===== src/design/wse_pkg.sv =====
// wse_pkg: types, constants and the control program of the wheel speed estimator.
// No dependencies; every other design file uses it.
`timescale 1ns / 1ps
`default_nettype none

package wse_pkg;

	localparam int CIRC_W     = 12;
	localparam int PPR_W      = 8;
	localparam int SPEED_W    = 16;
	localparam int COUNT_W    = 32;
	localparam int TIME_W     = 48;
	localparam int INTERVAL_W = 32;
	localparam int NUM_W      = 32;
	localparam int DEN_W      = TIME_W + PPR_W;
	localparam int DIV_STEPS  = NUM_W;
	localparam int CFG_IDX_W  = 2;
	localparam int CFG_DATA_W = 16;
	localparam int SUM_W      = 19;
	localparam int RECIP_W    = 22;
	localparam int RECIP_SH   = 24;

	// 3600 s/h * 256 (8.8 fraction) folded with mm/us -> km/h
	localparam logic [19:0]         NUM_SCALE = 20'd921600;
	// ceil(2^24 / 5): exact floor(x/5) for x < 2^22
	localparam logic [RECIP_W-1:0]  RECIP5    = 22'd3355444;

	localparam logic [CIRC_W-1:0]  CIRC_RST = 12'd2105;
	localparam logic [PPR_W-1:0]   PPR_RST  = 8'd1;
	localparam logic [SPEED_W-1:0] THR_RST  = 16'd512;

	localparam logic [CFG_IDX_W-1:0] REG_CIRC = 2'd0;
	localparam logic [CFG_IDX_W-1:0] REG_PPR  = 2'd1;
	localparam logic [CFG_IDX_W-1:0] REG_THR  = 2'd2;

	typedef logic [2:0] step_t;

	typedef enum logic [2:0] {
		OP_CLASSIFY,
		OP_LOAD,
		OP_DIVIDE,
		OP_WAIT,
		OP_RAW,
		OP_BLEND,
		OP_SCALE,
		OP_EMIT
	} op_t;

	typedef enum logic [2:0] {
		COND_NEVER,
		COND_SIMPLE,
		COND_DIV_BUSY,
		COND_BYPASS,
		COND_OUT_FULL
	} cond_t;

	typedef struct packed {
		op_t   op;
		cond_t cond;
		step_t target;
	} ctrl_t;

	function automatic ctrl_t ucode(input step_t step);
		ctrl_t c;
		unique case (step)
			3'd0:    c = '{op: OP_CLASSIFY, cond: COND_SIMPLE,   target: 3'd7};
			3'd1:    c = '{op: OP_LOAD,     cond: COND_NEVER,    target: 3'd0};
			3'd2:    c = '{op: OP_DIVIDE,   cond: COND_NEVER,    target: 3'd0};
			3'd3:    c = '{op: OP_WAIT,     cond: COND_DIV_BUSY, target: 3'd3};
			3'd4:    c = '{op: OP_RAW,      cond: COND_NEVER,    target: 3'd0};
			3'd5:    c = '{op: OP_BLEND,    cond: COND_BYPASS,   target: 3'd7};
			3'd6:    c = '{op: OP_SCALE,    cond: COND_NEVER,    target: 3'd0};
			default: c = '{op: OP_EMIT,     cond: COND_OUT_FULL, target: 3'd7};
		endcase
		return c;
	endfunction

endpackage

`default_nettype wire


===== src/design/wse_if.sv =====
// wse_if: valid/ready channel interfaces for samples, results and register writes.
// Depends on wse_pkg for field widths.
`timescale 1ns / 1ps
`default_nettype none

interface wse_sample_if;
	logic                              valid;
	logic                              ready;
	logic [wse_pkg::COUNT_W-1:0]       pulse_count;
	logic [wse_pkg::TIME_W-1:0]        pulse_time_us;
	logic [wse_pkg::INTERVAL_W-1:0]    interval_us;
	logic [wse_pkg::TIME_W-1:0]        now_us;
	modport source (output valid, pulse_count, pulse_time_us, interval_us, now_us,
		input ready);
	modport sink (input valid, pulse_count, pulse_time_us, interval_us, now_us,
		output ready);
endinterface

interface wse_result_if;
	logic                          valid;
	logic                          ready;
	logic [wse_pkg::SPEED_W-1:0]   raw_speed;
	logic [wse_pkg::SPEED_W-1:0]   filtered_speed;
	logic [wse_pkg::SPEED_W-1:0]   display_speed;
	modport source (output valid, raw_speed, filtered_speed, display_speed, input ready);
	modport sink (input valid, raw_speed, filtered_speed, display_speed, output ready);
endinterface

interface wse_cfg_if;
	logic                            valid;
	logic                            ready;
	logic [wse_pkg::CFG_IDX_W-1:0]   index;
	logic [wse_pkg::CFG_DATA_W-1:0]  data;
	modport source (output valid, index, data, input ready);
	modport sink (input valid, index, data, output ready);
endinterface

`default_nettype wire


===== src/design/wheel_speed_estimator.sv =====
// wheel_speed_estimator: pulse-interval wheel speed estimator, top level.
// Depends on wse_pkg, wse_if (channel interfaces) and wse_div.
//
// Usage:
//  sample: one transaction per sensor snapshot (pulse count, pulse time,
//    interval, current time). result: one transaction per sample with raw,
//    filtered and display speed, unsigned 8.8 km/h.
//  cfg: register writes (0 circumference mm, 1 pulses per rev, 2 stop
//    threshold), always ready; write only while no sample is in flight.
//  A control program of eight steps runs per sample. Samples that need no
//    new speed (unknown interval, stopped, age within interval) jump from
//    classify straight to emit. Samples that compute a speed run the
//    bit-serial divider and skip the scale step when the blend is bypassed
//    (filter being seeded or speed below threshold).
//  sample.ready is high while no program runs, so a sample is accepted only
//    after the previous program ends; the result sits in an output register,
//    so the next sample is accepted while it waits. If the receiver stalls
//    and a second result is ready, the program holds at its last step.
//  Reset: state and speeds clear to zero, registers take 2105, 1, 512;
//    the block accepts a sample in the first cycle after reset.
`timescale 1ns / 1ps
`default_nettype none

module wheel_speed_estimator (
	input  wire logic      clk,
	input  wire logic      arst_n,
	wse_sample_if.sink     sample,
	wse_result_if.source   result,
	wse_cfg_if.sink        cfg
);

	typedef enum logic {MODE_PULSE, MODE_DECAY} mode_t;

	// configuration
	logic [wse_pkg::CIRC_W-1:0]     circ_q;
	logic [wse_pkg::PPR_W-1:0]      ppr_q;
	logic [wse_pkg::SPEED_W-1:0]    thr_q;

	// estimator state
	logic [wse_pkg::COUNT_W-1:0]    seen_count_q;
	logic [wse_pkg::TIME_W-1:0]     seen_time_q;
	logic [wse_pkg::INTERVAL_W-1:0] kept_interval_q;
	logic [wse_pkg::SPEED_W-1:0]    raw_q;
	logic [wse_pkg::SPEED_W-1:0]    smooth_q;
	logic [wse_pkg::SPEED_W-1:0]    shown_q;
	logic                           interval_valid_q;

	// sequencer
	logic                           busy_q;
	wse_pkg::step_t                 step_q;
	mode_t                          mode_q;
	wse_pkg::ctrl_t                 ctrl;
	logic                           cond_hit;
	logic                           done;

	// datapath
	logic [wse_pkg::COUNT_W-1:0]    in_count_q;
	logic [wse_pkg::TIME_W-1:0]     in_ptime_q;
	logic [wse_pkg::INTERVAL_W-1:0] in_interval_q;
	logic [wse_pkg::TIME_W-1:0]     in_now_q;
	logic [wse_pkg::TIME_W-1:0]     t_q;
	logic [wse_pkg::DEN_W-1:0]      den_q;
	logic [wse_pkg::NUM_W-1:0]      num_q;
	logic [wse_pkg::SUM_W-1:0]      sum_q;

	logic                           out_valid_q;
	logic [wse_pkg::SPEED_W-1:0]    out_raw_q;
	logic [wse_pkg::SPEED_W-1:0]    out_filt_q;
	logic [wse_pkg::SPEED_W-1:0]    out_disp_q;

	logic                           accept;
	logic                           new_pulse;
	logic [wse_pkg::TIME_W-1:0]     age;
	logic                           age_over;
	logic                           simple;
	logic                           bypass;
	logic                           out_full;
	logic                           div_start;
	logic                           div_busy;
	logic [wse_pkg::NUM_W-1:0]      div_quot;
	logic [wse_pkg::SPEED_W-1:0]    sat_speed;
	logic [20:0]                    mix_pulse;
	logic [wse_pkg::SUM_W-1:0]      mix_decay;
	logic [wse_pkg::SUM_W+wse_pkg::RECIP_W-1:0] scaled;

	assign accept     = sample.valid && !busy_q;
	assign ctrl       = wse_pkg::ucode(step_q);

	assign new_pulse  = in_count_q != seen_count_q;
	assign age        = in_now_q - seen_time_q;
	assign age_over   = age > wse_pkg::TIME_W'(kept_interval_q);
	assign simple     = new_pulse ? (in_interval_q == '0)
		: (!interval_valid_q || seen_time_q == '0 || !age_over);
	assign bypass     = (mode_q == MODE_PULSE) ? (smooth_q == '0) : (raw_q < thr_q);
	assign out_full   = out_valid_q && !result.ready;

	always_comb begin
		case (ctrl.cond)
			wse_pkg::COND_SIMPLE:   cond_hit = simple;
			wse_pkg::COND_DIV_BUSY: cond_hit = div_busy;
			wse_pkg::COND_BYPASS:   cond_hit = bypass;
			wse_pkg::COND_OUT_FULL: cond_hit = out_full;
			default:                cond_hit = 1'b0;
		endcase
	end

	assign done      = busy_q && ctrl.op == wse_pkg::OP_EMIT && !out_full;
	assign div_start = busy_q && ctrl.op == wse_pkg::OP_DIVIDE;

	assign sat_speed = (div_quot[wse_pkg::NUM_W-1:wse_pkg::SPEED_W] != '0)
		? '1 : div_quot[wse_pkg::SPEED_W-1:0];
	assign mix_pulse = 21'(smooth_q) * 21'd13 + 21'(raw_q) * 21'd7;
	assign mix_decay = wse_pkg::SUM_W'({smooth_q, 2'b00}) + wse_pkg::SUM_W'(raw_q);
	assign scaled    = (wse_pkg::SUM_W+wse_pkg::RECIP_W)'(sum_q)
		* (wse_pkg::SUM_W+wse_pkg::RECIP_W)'(wse_pkg::RECIP5);

	wse_div u_div (
		.clk    (clk),
		.arst_n (arst_n),
		.start  (div_start),
		.num    (num_q),
		.den    (den_q),
		.busy   (div_busy),
		.quot   (div_quot)
	);

	always_ff @(posedge clk or negedge arst_n) begin
		if (!arst_n) begin
			circ_q           <= wse_pkg::CIRC_RST;
			ppr_q            <= wse_pkg::PPR_RST;
			thr_q            <= wse_pkg::THR_RST;
			seen_count_q     <= '0;
			seen_time_q      <= '0;
			kept_interval_q  <= '0;
			raw_q            <= '0;
			smooth_q         <= '0;
			shown_q          <= '0;
			interval_valid_q <= 1'b0;
			busy_q           <= 1'b0;
			step_q           <= '0;
			mode_q           <= MODE_PULSE;
			out_valid_q      <= 1'b0;
		end else begin
			if (cfg.valid) begin
				case (cfg.index)
					wse_pkg::REG_CIRC: circ_q <= cfg.data[wse_pkg::CIRC_W-1:0];
					wse_pkg::REG_PPR:  ppr_q  <= cfg.data[wse_pkg::PPR_W-1:0];
					wse_pkg::REG_THR:  thr_q  <= cfg.data;
					default: ;
				endcase
			end

			if (done)
				out_valid_q <= 1'b1;
			else if (result.ready)
				out_valid_q <= 1'b0;

			if (accept) begin
				busy_q <= 1'b1;
				step_q <= '0;
			end else if (busy_q) begin
				if (done) begin
					busy_q <= 1'b0;
					step_q <= '0;
				end else begin
					step_q <= cond_hit ? ctrl.target : step_q + 1'b1;
				end

				unique case (ctrl.op)
					wse_pkg::OP_CLASSIFY: begin
						if (new_pulse) begin
							seen_count_q <= in_count_q;
							seen_time_q  <= in_ptime_q;
							mode_q       <= MODE_PULSE;
							if (in_interval_q != '0) begin
								kept_interval_q  <= in_interval_q;
								interval_valid_q <= 1'b1;
							end
						end else if (!interval_valid_q || seen_time_q == '0) begin
							raw_q    <= '0;
							smooth_q <= '0;
							shown_q  <= '0;
						end else begin
							mode_q <= MODE_DECAY;
							if (!age_over)
								shown_q <= smooth_q;
						end
					end
					wse_pkg::OP_RAW: raw_q <= sat_speed;
					wse_pkg::OP_BLEND: begin
						if (bypass) begin
							smooth_q <= (mode_q == MODE_PULSE) ? raw_q : '0;
							shown_q  <= (mode_q == MODE_PULSE) ? raw_q : '0;
						end
					end
					wse_pkg::OP_SCALE: begin
						smooth_q <= scaled[wse_pkg::RECIP_SH +: wse_pkg::SPEED_W];
						shown_q  <= scaled[wse_pkg::RECIP_SH +: wse_pkg::SPEED_W];
					end
					default: ;
				endcase
			end
		end
	end

	always_ff @(posedge clk) begin
		if (accept) begin
			in_count_q    <= sample.pulse_count;
			in_ptime_q    <= sample.pulse_time_us;
			in_interval_q <= sample.interval_us;
			in_now_q      <= sample.now_us;
		end
		if (busy_q) begin
			case (ctrl.op)
				wse_pkg::OP_CLASSIFY:
					t_q <= new_pulse ? wse_pkg::TIME_W'(in_interval_q) : age;
				wse_pkg::OP_LOAD: begin
					den_q <= wse_pkg::DEN_W'(t_q) * wse_pkg::DEN_W'(ppr_q);
					num_q <= wse_pkg::NUM_W'(circ_q) * wse_pkg::NUM_W'(wse_pkg::NUM_SCALE);
				end
				wse_pkg::OP_BLEND:
					sum_q <= (mode_q == MODE_PULSE) ? mix_pulse[20:2] : mix_decay;
				default: ;
			endcase
		end
		if (done) begin
			out_raw_q  <= raw_q;
			out_filt_q <= smooth_q;
			out_disp_q <= shown_q;
		end
	end

	assign sample.ready          = !busy_q;
	assign cfg.ready             = 1'b1;
	assign result.valid          = out_valid_q;
	assign result.raw_speed      = out_raw_q;
	assign result.filtered_speed = out_filt_q;
	assign result.display_speed  = out_disp_q;

endmodule

`default_nettype wire


===== src/design/wse_div.sv =====
// wse_div: restoring divider, one quotient bit per cycle.
// Depends on wse_pkg for operand widths.
`timescale 1ns / 1ps
`default_nettype none

module wse_div (
	input  wire logic                        clk,
	input  wire logic                        arst_n,
	input  wire logic                        start,
	input  wire logic [wse_pkg::NUM_W-1:0]   num,
	input  wire logic [wse_pkg::DEN_W-1:0]   den,
	output logic                             busy,
	output logic [wse_pkg::NUM_W-1:0]        quot
);

	localparam int CNT_W = $clog2(wse_pkg::DIV_STEPS);
	localparam int NW    = wse_pkg::NUM_W;

	logic              busy_q;
	logic [CNT_W-1:0]  cnt_q;
	logic [NW-1:0]     rem_q;
	logic [NW-1:0]     quot_q;
	logic [NW:0]       shifted;
	logic [NW:0]       diff;
	logic              ge;

	assign shifted = {rem_q, quot_q[NW-1]};
	assign ge      = wse_pkg::DEN_W'(shifted) >= den;
	assign diff    = shifted - den[NW:0];

	always_ff @(posedge clk or negedge arst_n) begin
		if (!arst_n) begin
			busy_q <= 1'b0;
			cnt_q  <= '0;
		end else if (start) begin
			busy_q <= 1'b1;
			cnt_q  <= '0;
		end else if (busy_q) begin
			cnt_q <= cnt_q + 1'b1;
			if (cnt_q == CNT_W'(wse_pkg::DIV_STEPS - 1))
				busy_q <= 1'b0;
		end
	end

	always_ff @(posedge clk) begin
		if (start) begin
			rem_q  <= '0;
			quot_q <= num;
		end else if (busy_q) begin
			rem_q  <= ge ? diff[NW-1:0] : shifted[NW-1:0];
			quot_q <= {quot_q[NW-2:0], ge};
		end
	end

	assign busy = busy_q;
	assign quot = quot_q;

endmodule

`default_nettype wire


===== src/flat_wrapper.sv =====
// flat-port wrapper written by rule: the top's interface ports become plain ports
module wheel_speed_estimator_flat 
  (clk, arst_n, sample_valid, sample_pulse_count, sample_pulse_time_us, sample_interval_us, sample_now_us, sample_ready, result_valid, result_raw_speed, result_filtered_speed, result_display_speed, result_ready, cfg_valid, cfg_index, cfg_data, cfg_ready);
  wse_sample_if sample_i ();
  wse_result_if result_i ();
  wse_cfg_if cfg_i ();
  input  wire logic clk;
  input  wire logic arst_n;
  input wire logic [$bits(sample_i.valid)-1:0] sample_valid;
  input wire logic [$bits(sample_i.pulse_count)-1:0] sample_pulse_count;
  input wire logic [$bits(sample_i.pulse_time_us)-1:0] sample_pulse_time_us;
  input wire logic [$bits(sample_i.interval_us)-1:0] sample_interval_us;
  input wire logic [$bits(sample_i.now_us)-1:0] sample_now_us;
  output wire logic [$bits(sample_i.ready)-1:0] sample_ready;
  output wire logic [$bits(result_i.valid)-1:0] result_valid;
  output wire logic [$bits(result_i.raw_speed)-1:0] result_raw_speed;
  output wire logic [$bits(result_i.filtered_speed)-1:0] result_filtered_speed;
  output wire logic [$bits(result_i.display_speed)-1:0] result_display_speed;
  input wire logic [$bits(result_i.ready)-1:0] result_ready;
  input wire logic [$bits(cfg_i.valid)-1:0] cfg_valid;
  input wire logic [$bits(cfg_i.index)-1:0] cfg_index;
  input wire logic [$bits(cfg_i.data)-1:0] cfg_data;
  output wire logic [$bits(cfg_i.ready)-1:0] cfg_ready;
  assign sample_i.valid = sample_valid;
  assign sample_i.pulse_count = sample_pulse_count;
  assign sample_i.pulse_time_us = sample_pulse_time_us;
  assign sample_i.interval_us = sample_interval_us;
  assign sample_i.now_us = sample_now_us;
  assign sample_ready = sample_i.ready;
  assign result_valid = result_i.valid;
  assign result_raw_speed = result_i.raw_speed;
  assign result_filtered_speed = result_i.filtered_speed;
  assign result_display_speed = result_i.display_speed;
  assign result_i.ready = result_ready;
  assign cfg_i.valid = cfg_valid;
  assign cfg_i.index = cfg_index;
  assign cfg_i.data = cfg_data;
  assign cfg_ready = cfg_i.ready;
  wheel_speed_estimator u_core (.clk(clk), .arst_n(arst_n), .sample(sample_i), .result(result_i), .cfg(cfg_i));
endmodule

===== config.mk =====
export PLATFORM = sky130hd
export DESIGN_NAME = wheel_speed_estimator_flat
export DESIGN_NICKNAME = d
export VERILOG_FILES = /design/src/design/wse_pkg.sv /design/src/design/wse_if.sv /design/src/design/wheel_speed_estimator.sv /design/src/design/wse_div.sv /design/src/flat_wrapper.sv
export SDC_FILE = /design/constraint.sdc
export NUM_CORES = 2
export LEC_CHECK = 0
export BUFFER_PORTS_ARGS = -buffer_cell sky130_fd_sc_hd__clkbuf_2
export CAP_MARGIN = 30
export CORE_ASPECT_RATIO = 1.4
export CORE_MARGIN = 4
export CORE_UTILIZATION = 55
export DETAILED_ROUTE_END_ITERATION = 8
export GPL_ROUTABILITY_DRIVEN = 0
export GPL_TIMING_DRIVEN = 0
export PLACE_DENSITY = 0.73
export SYNTH_ARGS = -nofsm -noshare
export SYNTH_HDL_FRONTEND = slang
export SYNTH_SLANG_ARGS = --single-unit

===== constraint.sdc =====
create_clock -name clk -period 11.9 [get_ports clk]
set_clock_uncertainty 0.1 [all_clocks]
set_input_delay 0.595 -clock clk [delete_from_list [all_inputs] [get_ports clk]]
set_output_delay 0.595 -clock clk [all_outputs]
set_load 0.01 [all_outputs]

* Yosys cells after proc, flatten, opt, wreduce, memory -nomap -nowiden *
Cells that the tools add are included.

operators by class
  multiply operators = 5
  mux-type cells = 36
  add/sub/neg operators = 6
  bitwise gates (word level) = 1
  $lt $le $gt $ge = 3
  equal/unequal tests = 25
  reductions and logical operators = 37

operators by type and width
  operator                  count
  $mux W16                  8
  $mux W32                  4
  $pmux W16 S3              2
  $pmux W9 S7               1
  $ge A33 B56 Y1            1
  $mul A48 B8 Y56           1
  $gt A48 B32 Y1            1
  $logic_not A48 Y1         1
  $sub A48 B48 Y48          1
  $mul A19 B20 Y38 const B  1
  $logic_not A32 Y1         1
  $ne A32 B32 Y1            1
  $pmux W16 S2              1
  $reduce_bool A32 Y1       1
  $sub A32 B32 Y32          1
  $eq A3 B3 Y1 const B      8
  $add A20 B19 Y21          1
  $mul A12 B8 Y20 const B   1
  $mul A16 B4 Y20 const B   1
  $add A18 B16 Y19          1
  $mul A16 B3 Y19 const B   1
  $mux W19                  1
  $logic_not A16 Y1         1
  $lt A16 B16 Y1            1
  27 further kinds          71

storage, ports and cells
  bits in registers = 624
  word-level logic and storage cells = 144
  output and inout bits = 51

* Depth between registers and ports, before layout *
  depth in word-level cells = 10
  mapped depth = 25
  depth with buffers taken out = 25

* Modules after synthesis *
Synthesis repeated with hierarchy kept, for this count alone.

unflattened totals
  cell total of the unflattened synthesis = 4750
  area, all modules = 49967.9 um^2

by module, submodules not included
  module                 seq. area each (um^2)  area an instance (um^2)  instances  cells an instance
  wheel_speed_estimator  15628.7                44908.1                  1          4187
  wse_div                1751.7                 5059.9                   1          563

* Worst setup path after synthesis *
Ideal clock, no wire load.

  path type = reg-to-reg
  start = reg u_core.busy_q
  end = reg u_core.in_count_q[0] (netlist bit), enable pin
  setup time = 698 ps
  arrival time = 7570 ps
  cell stages (with the launch flop) = 3
  clock period less this slack = 8368 ps
  path slack = 3532 ps
  required time = 11102 ps
  cells stage by stage = dfrtp_1 clkbuf_1 nor2b_1

between the ends
  word-level cells in the longest chain between the ends = 2

RTL lines
  what                      RTL line                      source
  start: declaration        wheel_speed_estimator.sv:49   logic busy_q;
  start signal: assignment  wheel_speed_estimator.sv:139  busy_q <= 1'b0;
  start signal: assignment  wheel_speed_estimator.sv:159  busy_q <= 1'b1;
  start signal: assignment  wheel_speed_estimator.sv:163  busy_q <= 1'b0;
  $logic_not A1 Y1          wheel_speed_estimator.sv:86   assign accept = sample.valid && !busy_q;
  $logic_and A1 B1 Y1       wheel_speed_estimator.sv:86
  net u_core.accept         wheel_speed_estimator.sv:71   logic accept;
  end signal: assignment    wheel_speed_estimator.sv:208  in_count_q <= sample.pulse_count;
  end: declaration          wheel_speed_estimator.sv:57   logic [wse_pkg::COUNT_W-1:0] in_count_q;

The timed path passes the listed nets, and every way through them passes these cells.
A chain may end at the register's enable or synchronous reset.

* Worst setup path in the final report *
  start = reg u_core.ppr_q[7] (netlist bit)
  end = reg u_core.den_q[55] (netlist bit), data pin

between the ends
  word-level cells in the longest chain between the ends = 1

RTL lines
  what                      RTL line                      source
  start: declaration        wheel_speed_estimator.sv:36   logic [wse_pkg::PPR_W-1:0] ppr_q;
  start signal: assignment  wheel_speed_estimator.sv:130  ppr_q <= wse_pkg::PPR_RST;
  start signal: assignment  wheel_speed_estimator.sv:147  wse_pkg::REG_PPR: ppr_q <= cfg.data[wse_pkg::PPR_W-1:0];
  $mul A48 B8 Y56           wheel_speed_estimator.sv:218  den_q <= wse_pkg::DEN_W'(t_q) * wse_pkg::DEN_W'(ppr_q);
  end signal: assignment    wheel_speed_estimator.sv:218
  end: declaration          wheel_speed_estimator.sv:62   logic [wse_pkg::DEN_W-1:0] den_q;

No other way between the ends.

==> results.md <==
* Outcome: finished, final reports clean
* Cell repeated most along the worst path: fa_1
* Buf/Inv on CP at 3
* Crit path capture type: flip-flop
* Die width at approximately 260 µm
* Worst hold-check path type: input pin to flip-flop
* Routed len/inst at just over 20 µm
* Grt ovf at 0
* Syn nets at a little under 6000
* I/O pins at about 230
* CP peak stage delay at about 0.92 ns
* M2 GR Usage at between 50 and 60%
* Post-Synthesis Cells at 4681
* Worst Path Required at 12.16 ns
* Final TNS setup at 0 ns
* Worst-path cell chain: clkbuf_1, clkbuf_1, nand2_1, fa_1, inv_1, fa_1, fa_1, fa_1, ha_1, nand2_1, nor2_1, nand4_1, nor2_1, o21ai_0, a2111oi_0, o21ai_0, nand3_1, a311oi_1, o21bai_1, a21oi_1, xnor2_1
* Post-Syn Area at between 0.04 and 0.05 mm²
* Register area share after synthesis at between 30% and 40%
* Max-slew violations at 0
* Hold Crit Start: sample_now_us[14]
* Synth Register Bits at around 620
* Initial Util at between 50% and 60%
* Hold EP: u_core.in_now_q[14]$_DFFE_PP_
* Post-CTS Resized at 0
* Arr. time, crit path at approximately 8 ns
* Core area at 0.0886 mm²
* Gr usage total at 28.3%
* Async S/R FF share, synth at 33.5%
* Via count at about 36000
* R2r worst-path depth at 21
* Synthesized area per cell at between 10 and 15 µm²
* Number of port buffers at between 200 and 250
* Initial antenna violation count at 8
* Critical R2R Capture: u_core.den_q[55]$_DFFE_PP_
* Clock Path Buffers at 3
* Final Net Count at between 6000 and 7000
* Number of max-cap violations at 0
* Drt total wl at approximately 130 mm
* Worst-Skew Late Latency at a little under 0.7 ns
* Unrepaired setup endpoints after global routing: false
* CP Launch Type: flip-flop
* Yosys warning total at 0
* Met1 demand-to-capacity share in global routing at about a third
* Clk sinks at approximately 620
* Hold Path Cell Cnt at 1
* Fillers at between 6000 and 7000
* Root Buffer: clkbuf_16
* Worst slew pin tran at 0.973 ns
* DP HPWL at 104 mm
* Max Fclk at roughly 130 MHz
* Post-layout util at around 63%
* Reg-to-reg startpoint: u_core.ppr_q[7]$_DFFE_PN0P_
* CP top delay family: adder cells
* CP max-delay cell: a2111oi_0
* Critical path class: flip-flop to flip-flop
* TritonCTS clock tree: done
* CP Depth at 21
* First-pass GRT wire length at ~210 mm
* Dpl ws at about 4.2 ns
* Placed instance area at approximately 0.052 mm²
* Die height at approximately 360 µm
* Top_reg_cell synth: edfxtp_1
* Final worst slack at 4.07 ns
* Grt peak-use layer: met2
* Post-synth EDFFs at 383
* Hold Vio Cnt, Final at 0
* DRT Pass-1 Iters at 5
* Core Rows at roughly 130
* R2r setup slk at roughly 4 ns
* Max FO, Critical Path at 10
* P&R area growth vs syn at 13.0%
* Share of cells above drive strength 1 at a little under a tenth
* Setup Viol. Count Final at 0
* Die area at around 0.094 mm²
* CTS clock-pin slew for the worst setup and hold paths at around 0.070 ns
* Vias per cell at approximately 5.7
* Synth cell types at 93
* Tmin final at between 7 and 8 ns
* Largest net degree at the start of global routing at 87
* Vias in the first global route at a little under 40000
* Slew HR at a little over a third
* Met3 Usage GRT at ~3.5%
* Antenna viol nets, final at 0
* Initial DRC count at 2535
* # DRC at 0
* Htree depth at 2
* Cell area after layout at about 0.056 mm²
* Cts bufs inserted at between 50 and 60
* Final Cycle Share at around 66%
worst reg2reg max path, delay by kind of cell (launching register included):
kind,cells,cell delay [ns]
flip-flops,1,0.39
AO/OA/AOI/OAI,6,2.03
AND/OR/NAND/NOR,6,0.95
buffers and inverters,3,1.09
adder cells (fa/ha/maj),5,2.53
XOR/XNOR,1,0.43
flip-flops by register name, indices dropped and copies added, names as in the netlist, 48 cells and up:
signal and flops:
u_core.t_q 48, u_core.den_q 56, u_core.seen_time_q 48, u_core.in_ptime_q 48, u_core.in_now_q 48
per-layer routing:
metal,part of all wire [%],vias up
li1,-,16700
met3,5.7,443
met2,52,1362
met4,6.8,2
met5,0.011,-
met1,36,17800
cell usage in the layout, fill, tap and decap left out, types with 39 or more instances in the layout:
cell,instances
clkbuf_1,134
dlygate4sd3_1,142
nand4_1,39
a21o_1,61
nand2_1,507
ha_1,458
inv_1,671
xor2_1,90
clkbuf_16,60
a21oi_1,220
and2_1,198
dfrtp_1,202
nor2_1,188
nand3_1,40
nor3_1,40
edfxtp_1,383
nor4_1,40
mux2_2,99
xnor2_1,111
fa_1,451
clkbuf_2,231
o21ai_0,222
how the worst max path moves through the flow:
stage | startpoint | endpoint | slack [ns]
final | u_core.ppr_q[7]$_DFFE_PN0P_ | u_core.den_q[55]$_DFFE_PP_ | 4.07
after global routing | u_core.ppr_q[7]$_DFFE_PN0P_ | u_core.den_q[55]$_DFFE_PP_ | 3.87
after CTS | u_core.ppr_q[7]$_DFFE_PN0P_ | u_core.den_q[55]$_DFFE_PP_ | 4.16
after detailed placement | u_core.ppr_q[7]$_DFFE_PN0P_ | u_core.den_q[55]$_DFFE_PP_ | 4.22
after global placement | sample_valid | u_core.in_interval_q[27]$_DFFE_PP_ | 0.41
after floorplan | u_core.busy_q$_DFF_PN0_ | u_core.in_count_q[0]$_DFFE_PP_ | 3.53
metrics by stage:
step           hold slack, ns  instances
5_1_grt               0.00812       6359
6_report               0.0294       6361
4_1_cts              0.000332       6355
2_1_floorplan           0.199       4681
3_5_place_dp            0.332       6105
3_3_place_gp            0.327       6092
cells by family after synthesis:
family | share of synthesized area [%]
AO/OA/AOI/OAI | 10.2
adder cells (fa/ha/maj) | 30.0
AND/OR/NAND/NOR | 11.8
flip-flops | 35.3
multiplexers | 2.91
XOR/XNOR | 3.58
buffers and inverters | 6.22
other | 0.00762
synthesized netlist by cell type (all sizes together), types with 28 or more instances:
library cell | count | area share [%]
nor3 | 42 | 0.44
inv | 673 | 5.1
nor2 | 190 | 1.4
edfxtp | 383 | 23
mux2 | 106 | 2.4
fa | 451 | 18
a21oi | 221 | 2.3
dfrtp | 202 | 10
nor4 | 41 | 0.55
o21bai | 35 | 0.53
clkbuf | 122 | 0.93
a211oi | 37 | 0.57
xnor2 | 111 | 2.0
nand2 | 510 | 3.9
nand2b | 28 | 0.36
nor2b | 29 | 0.37
and3 | 28 | 0.36
o21ai | 241 | 2.5
and2 | 200 | 2.5
nand4 | 39 | 0.50
o21a | 38 | 0.58
ha | 458 | 12
a21o | 61 | 0.93
dfxtp | 32 | 1.3
nand3 | 40 | 0.41
xor2 | 90 | 1.6
o211ai | 38 | 0.58
what timing repair did:
item	4_1_cts	5_1_grt
hold buffers	142	0
hold endpoints to repair	182	0
buffers inserted	0	0
layout make-up:
type	instances	area [µm²]	share of cell area [%]
Multi-Input combinational cell	3248	28800	51.8
Sequential cell	624	17400	31.2
Timing Repair Buffer	387	2870	5.16
Inverter	674	2530	4.55
Clock buffer	74	1570	2.83
Tap cell	1179	1480	2.65
Buffer	135	533	0.958
Clock inverter	34	440	0.792
Antenna cell	6	15.0	0.0270
Power is not shown: default switching activity piles up to over one toggle a cycle in this logic, so the estimate is an artifact.
